[config.mk]
export PLATFORM = sky130hd
export DESIGN_NAME = gbf_engine
export DESIGN_NICKNAME = d
export VERILOG_FILES = /design/src/rtl/gbf_pkg.sv /design/src/rtl/gbf_engine.sv
export SDC_FILE = /design/constraint.sdc
export NUM_CORES = 1
export LEC_CHECK = 0
export BUFFER_PORTS_ARGS = -buffer_cell sky130_fd_sc_hd__buf_4
export CORE_ASPECT_RATIO = 0.6
export CORE_MARGIN = 2
export CORE_UTILIZATION = 49
export DETAILED_ROUTE_END_ITERATION = 7
export PLACE_DENSITY = 0.77
export RECOVER_POWER = 25
export SLEW_MARGIN = 10
export SYNTH_ARGS = -nofsm -noshare
export SYNTH_HDL_FRONTEND = slang
export SYNTH_SLANG_ARGS = --single-unit
[constraint.sdc]
create_clock -name clk -period 9.6 [get_ports clk]
set_clock_uncertainty 0.1 [all_clocks]
set_input_delay 1.92 -clock clk [delete_from_list [all_inputs] [get_ports clk]]
set_output_delay 1.92 -clock clk [all_outputs]
set_load 0.005 [all_outputs]
[src/rtl/gbf_pkg.sv]
// shared types and constants for the 1bpp glyph blitter
// no dependencies; used by gbf_store, gbf_engine, glyph_blit_1bpp_framebuffer and the testbench
`timescale 1ns / 1ps

package gbf_pkg;

  localparam int FRAME_WIDTH_DEF  = 256;
  localparam int FRAME_HEIGHT_DEF = 64;
  localparam int GLYPH_SIZE       = 8;
  localparam logic [7:0] BYTE_MASK = 8'hff;

  // item kinds
  localparam logic [1:0] KIND_DRAW  = 2'd0;
  localparam logic [1:0] KIND_CLEAR = 2'd1;
  localparam logic [1:0] KIND_READ  = 2'd2;

  typedef struct packed {
    logic [1:0]  kind;
    logic [7:0]  pos_x;
    logic [5:0]  pos_y;
    logic [63:0] glyph_rows;
    logic        invert;
    logic [10:0] read_index;
  } item_t;

  typedef struct packed {
    logic [7:0] read_data;
    logic       clipped;
  } result_t;

  // frame store port command
  typedef struct packed {
    logic en;
    logic we;
  } mem_cmd_t;

endpackage

[src/rtl/gbf_engine.sv]
// item sequencer: clearing sweep, glyph read-modify-write, byte reads
// uses gbf_pkg; drives the port of gbf_store
`timescale 1ns / 1ps

module gbf_engine #(
  parameter int FRAME_WIDTH  = 256,
  parameter int FRAME_HEIGHT = 64,
  parameter int DEPTH        = (FRAME_WIDTH / 8) * FRAME_HEIGHT,
  parameter int ADDR_W       = $clog2(DEPTH)
) (
  input  logic               clk,
  input  logic               rst,
  input  logic               in_valid,
  output logic               in_ready,
  input  gbf_pkg::item_t     item,
  output logic               res_valid,
  input  logic               out_free,
  output gbf_pkg::result_t   res,
  output gbf_pkg::mem_cmd_t  mem_cmd,
  output logic [ADDR_W-1:0]  mem_addr,
  output logic [7:0]         mem_wdata,
  input  logic [7:0]         mem_rdata
);

  import gbf_pkg::*;

  localparam int ROW_BYTES = FRAME_WIDTH / 8;

  typedef enum logic [3:0] {
    S_CLEAR, S_IDLE, S_RD_A, S_WR_A, S_RD_B, S_WR_B, S_READ, S_READ_CAP, S_DONE
  } state_t;

  state_t            state;
  logic [ADDR_W-1:0] addr;
  logic [ADDR_W-1:0] addr_b;
  logic [2:0]        row;
  logic [2:0]        shift;
  logic [63:0]       glyph;
  logic              invert;
  logic              clear_item;

  logic              accept;
  logic              clip;
  logic              read_ok;
  logic [ADDR_W-1:0] draw_addr;
  logic [7:0]        cur_row;
  logic [15:0]       wide;
  logic [15:0]       mask;

  assign accept  = in_valid && in_ready;
  assign clip    = (32'(item.pos_x) + 32'(GLYPH_SIZE) >= 32'(FRAME_WIDTH)) ||
                   (32'(item.pos_y) + 32'(GLYPH_SIZE) >= 32'(FRAME_HEIGHT));
  assign read_ok = 32'(item.read_index) < 32'(DEPTH);
  assign draw_addr = ADDR_W'(32'(item.pos_y) * 32'(ROW_BYTES) + 32'(item.pos_x >> 3));

  // current row, shifted across the two bytes it may touch
  assign cur_row = glyph[63:56] ^ {8{invert}};
  assign wide    = {cur_row, 8'h00} >> shift;
  assign mask    = {BYTE_MASK, 8'h00} >> shift;
  assign addr_b  = addr + ADDR_W'(1);

  assign in_ready  = (state == S_IDLE);
  assign res_valid = (state == S_DONE);

  always_comb begin
    mem_cmd   = '0;
    mem_addr  = addr;
    mem_wdata = 8'h00;
    unique case (state)
      S_CLEAR: begin
        mem_cmd = '{en: 1'b1, we: 1'b1};
      end
      S_RD_A, S_READ: begin
        mem_cmd = '{en: 1'b1, we: 1'b0};
      end
      S_WR_A: begin
        mem_cmd   = '{en: 1'b1, we: 1'b1};
        mem_wdata = (mem_rdata & ~mask[15:8]) | wide[15:8];
      end
      S_RD_B: begin
        mem_cmd  = '{en: 1'b1, we: 1'b0};
        mem_addr = addr_b;
      end
      S_WR_B: begin
        mem_cmd   = '{en: 1'b1, we: 1'b1};
        mem_addr  = addr_b;
        mem_wdata = (mem_rdata & ~mask[7:0]) | wide[7:0];
      end
      default: begin
        mem_cmd = '0;
      end
    endcase
  end

  always_ff @(posedge clk) begin
    if (rst) begin
      state      <= S_CLEAR;
      addr       <= '0;
      clear_item <= 1'b0;
    end else begin
      unique case (state)
        S_CLEAR: begin
          addr <= addr + ADDR_W'(1);
          if (addr == ADDR_W'(DEPTH - 1)) begin
            state <= clear_item ? S_DONE : S_IDLE;
          end
        end
        S_IDLE: begin
          if (accept) begin
            // clipped only for a draw that reaches the last column or row
            res        <= '{read_data: 8'h00,
                            clipped: (item.kind == KIND_DRAW) && clip};
            glyph      <= item.glyph_rows;
            invert     <= item.invert;
            shift      <= item.pos_x[2:0];
            row        <= '0;
            clear_item <= (item.kind == KIND_CLEAR);
            case (item.kind)
              KIND_DRAW: begin
                if (clip) begin
                  state <= S_DONE;
                end else begin
                  addr  <= draw_addr;
                  state <= S_RD_A;
                end
              end
              KIND_CLEAR: begin
                addr  <= '0;
                state <= S_CLEAR;
              end
              KIND_READ: begin
                addr  <= ADDR_W'(item.read_index);
                state <= read_ok ? S_READ : S_DONE;
              end
              default: begin
                state <= S_DONE;
              end
            endcase
          end
        end
        S_RD_A: begin
          state <= S_WR_A;
        end
        S_WR_A, S_WR_B: begin
          if (state == S_WR_A && shift != 3'd0) begin
            state <= S_RD_B;
          end else begin
            glyph <= glyph << 8;
            row   <= row + 3'd1;
            addr  <= addr + ADDR_W'(ROW_BYTES);
            state <= (row == 3'(GLYPH_SIZE - 1)) ? S_DONE : S_RD_A;
          end
        end
        S_RD_B: begin
          state <= S_WR_B;
        end
        S_READ: begin
          state <= S_READ_CAP;
        end
        S_READ_CAP: begin
          res.read_data <= mem_rdata;
          state         <= S_DONE;
        end
        S_DONE: begin
          if (out_free) begin
            state <= S_IDLE;
          end
        end
        default: begin
          state <= S_IDLE;
        end
      endcase
    end
  end

endmodule

==> metrics.md <==
| Metric | Value |
|---|---|
| R2r endpoint | `addr[9]` |
| Critical-path maximum fanout | `3` |
| Setup TNS | `0 ps` |
| Slew Limit Fails | `133` |
| First-pass GRT wire length | `22000 um` |
| TritonCTS clock tree | `done` |
| Worst Setup Path Type | `input port to primary output` |
| HPWL after DPL | `9960 um` |
| Non-filler cells, final | `841` |
| DP Cell Count | `825` |
| Worst reg-to-reg path cell count | `6` |
| Slew Limit Headroom | `-89.8%` |
| Netlist cell types | `58` |
| Overall power | `0.843 mW` |
| Clock transition at the registers of the reported paths | `60 ps` |
| Register area share after synthesis | `50.2%` |
| Prevailing post-synth register cell | `edfxtp_1` |
| Hold Crit Class | `flip-flop to flip-flop` |
| Area share of the largest cell type after synthesis | `44.3%` |
| Port Buf Inserts | `135` |
| Vias | `4631` |
| Max Root-Sink Buffers | `2` |
| Final Hold Vio Count | `0` |
| Main area contributors after synthesis | `edfxtp_1 44%, nand2_1 14%, dfxtp_1 5.9%` |
| VDD IR max | `0.0948 mV` |
| Number of buffers created by CTS | `9` |
| Critical path capture point type | `primary output` |
| RSZ-0062 raised after global routing | `no` |
| Layout cells sized above 1 | `22.9%` |
| Minimum clock period | `4950 ps` |
| Die Height | `85.5 um` |
| Failing checks | `max-capacitance violations, max-slew violations` |
| Drt total wl | `13600 um` |
| Critical Path RT | `7580 ps` |
| Initial antenna violation count | `0` |
| CTS sink count | `96` |
| Tcrit/Tclk final | `51.5%` |
| Rows | `29` |
| Flops & latches, synth | `96` |
| Arrival @ worst endpoint | `2930 ps` |
| Largest net degree at the start of global routing | `71` |
| Worst-case hold path end point | `glyph[57]` |
| Io pins | `136` |
| # diodes | `0` |
| Syn Area/Cell | `9.23 um^2` |
| CTS HTree Levels | `3` |
| CP Launch Type | `input port` |
| Die footprint | `12000 um^2` |
| Pre-antenna DRT Iters | `6` |
| Most frequent cells after synthesis | `200 x nand2_1, 80 x edfxtp_1, 29 x xnor2_1` |
| Max Freq | `202 MHz` |
| Total power per unit cell area | `125 nW/um^2` |
| Status | `complete, but fails checks` |
| Least-Margin Pin Slew | `2850 ps` |
| Hold path start | `glyph[49]` |
| Post-detailed-route via-to-cell ratio | `5.51` |
| Initial core utilization | `50.9%` |
| Most frequent cell after synthesis | `nand2_1` |
| Cts hold-fix bufs | `0` |
| Nets@finish | `808` |
| GRT Residual Overflow | `0` |
| CP max-delay cell | `a22o_1` |
| Reg2reg start | `state[2]` |
| Max stage delay on crit path | `270 ps` |
| Antenna Nets Post-Route | `0` |
| Post-synthesis async set-or-reset flop share | `0%` |
| Vias in the first global route | `4478` |
| Max-cap violation count | `2` |
| GPL Wtd Cong | `0.904` |
| Worst-Skew Late Latency | `340 ps` |
| FF-to-FF setup slack | `5660 ps` |
| Area of the multi-input gates | `2490 um^2` |
| P_leak | `2.80 nW` |
| Gr usage total | `23.0%` |
| Layout area overhead | `24.0%` |
| Largest area contributor in the netlist | `edfxtp_1` |
| CORE AREA | `10700 um^2` |
| Routed len/inst | `16.1 um` |
| CTS-repair resized insts | `0` |
| Root Driver | `clkbuf_16` |
| Synthesized area | `5430 um^2` |
| Chip width | `140 um` |
| Synth Net Count | `699` |
| DR DRC count | `0` |
| Drt initial violations | `419` |
| Setup-failing EPs final | `0` |
| Filler Cell Count | `914` |
| Post-CTS setup buffers | `0` |
| Syn Inst Count | `588` |
| EDFF count, synth | `80` |
| Reg area | `2720 um^2` |
| Hold path depth | `2` |
| CP Cell Sequence | `buf_4 -> nor2_1 -> a211oi_1 -> a211oi_1 -> a21oi_1 -> a22o_1 -> buf_4` |
| Synth Warn # | `0` |
[how the worst max path moves through the flow]
stage / endpoint / cells past startpoint / slack, ps / start
after global placement: mem_wdata[7] / 7 / 4720 / mem_rdata[7]
after floorplan: glyph[0] / 2 / 290 / rst
after detailed placement: mem_wdata[7] / 7 / 4660 / mem_rdata[7]
final: mem_wdata[7] / 7 / 4650 / mem_rdata[7]
after global routing: mem_wdata[7] / 7 / 4570 / mem_rdata[7]
after CTS: mem_wdata[7] / 7 / 4650 / mem_rdata[7]
[per-stage QoR]
step | instance area (um^2) | util, % | hold WS [ps] | setup WS [ps]
finish | 6730 | 63.1 | 407 | 4650
global placement | 6470 | 60.7 | 388 | 4720
floorplan | 5430 | - | 350 | 292
detailed placement | 6470 | 60.7 | 394 | 4660
global route | 6730 | 63.1 | 426 | 4570
CTS | 6750 | 63.2 | 410 | 4650
[cells in the final DEF (no fill, tap or decap), types with 9 or more instances in the layout]
cell type / synthesis / routed
nand2_1: 200 / 200
buf_4: 1 / 130
edfxtp_1: 80 / 80
xnor2_1: 29 / 29
nor2_1: 28 / 28
dfxtp_1: 16 / 16
mux2i_1: 14 / 14
and2_1: 20 / 14
a21oi_1: 13 / 13
nand3_1: 13 / 13
inv_1: 9 / 9
o21ai_0: 9 / 9
a31oi_1: 9 / 9
o21ai_1: 9 / 9
clkbuf_16: 0 / 9
[final cells by class]
type                    instances  area share [%]
inverters                      11           0.688
multi-input cells             440            37.0
clock buffers                  10            3.40
flip-flops and latches         96            40.5
repair buffers                139            15.2
well taps                     139            2.59
clock inverters                 6           0.651
[critical path, delay by kind of cell]
family          cells  cell delay [ps]
compound gates      4              670
buf+inv             2              250
simple gates        1               80
[sequential cells by signal, indices dropped and copies added (netlist names)]
register and count:
shift 3, row 3, addr 11, state 4
invert 1, res 9, glyph 64, clear_item 1
[cells by family (layout without fill, tap and decap cells)]
| group | Yosys count | count (layout) | share of synthesized area (%) |
|---|---|---|---|
| AOI/OAI and AO/OA | 81 | 81 | 10.6 |
| xor gates and xnor gates | 37 | 37 | 5.97 |
| adders and majority gates | 7 | 7 | 1.61 |
| buffers and inverters | 52 | 166 | 4.20 |
| DFF | 96 | 96 | 50.2 |
| muxes | 17 | 17 | 3.62 |
| and+or+nand+nor | 298 | 298 | 23.8 |
[power by group]
| group | internal (mW) | switching (mW) |
|---|---|---|
| clock | 0.176 | 0.150 |
| combinational | 0.0384 | 0.0250 |
| sequential | 0.450 | 0.00189 |
| total | 0.665 | 0.177 |
[per-layer routing]
layer | part of all wire, % | wire length (um) | track usage [%]
met4 | 0.73 | 99 | 5.36
met1 | 45 | 6090 | 32.5
met2 | 46 | 6220 | 36.4
met3 | 8.5 | 1150 | 5.58
met5 | 0 | 0 | 0
Note: power is estimated with default switching activity, not from simulation.
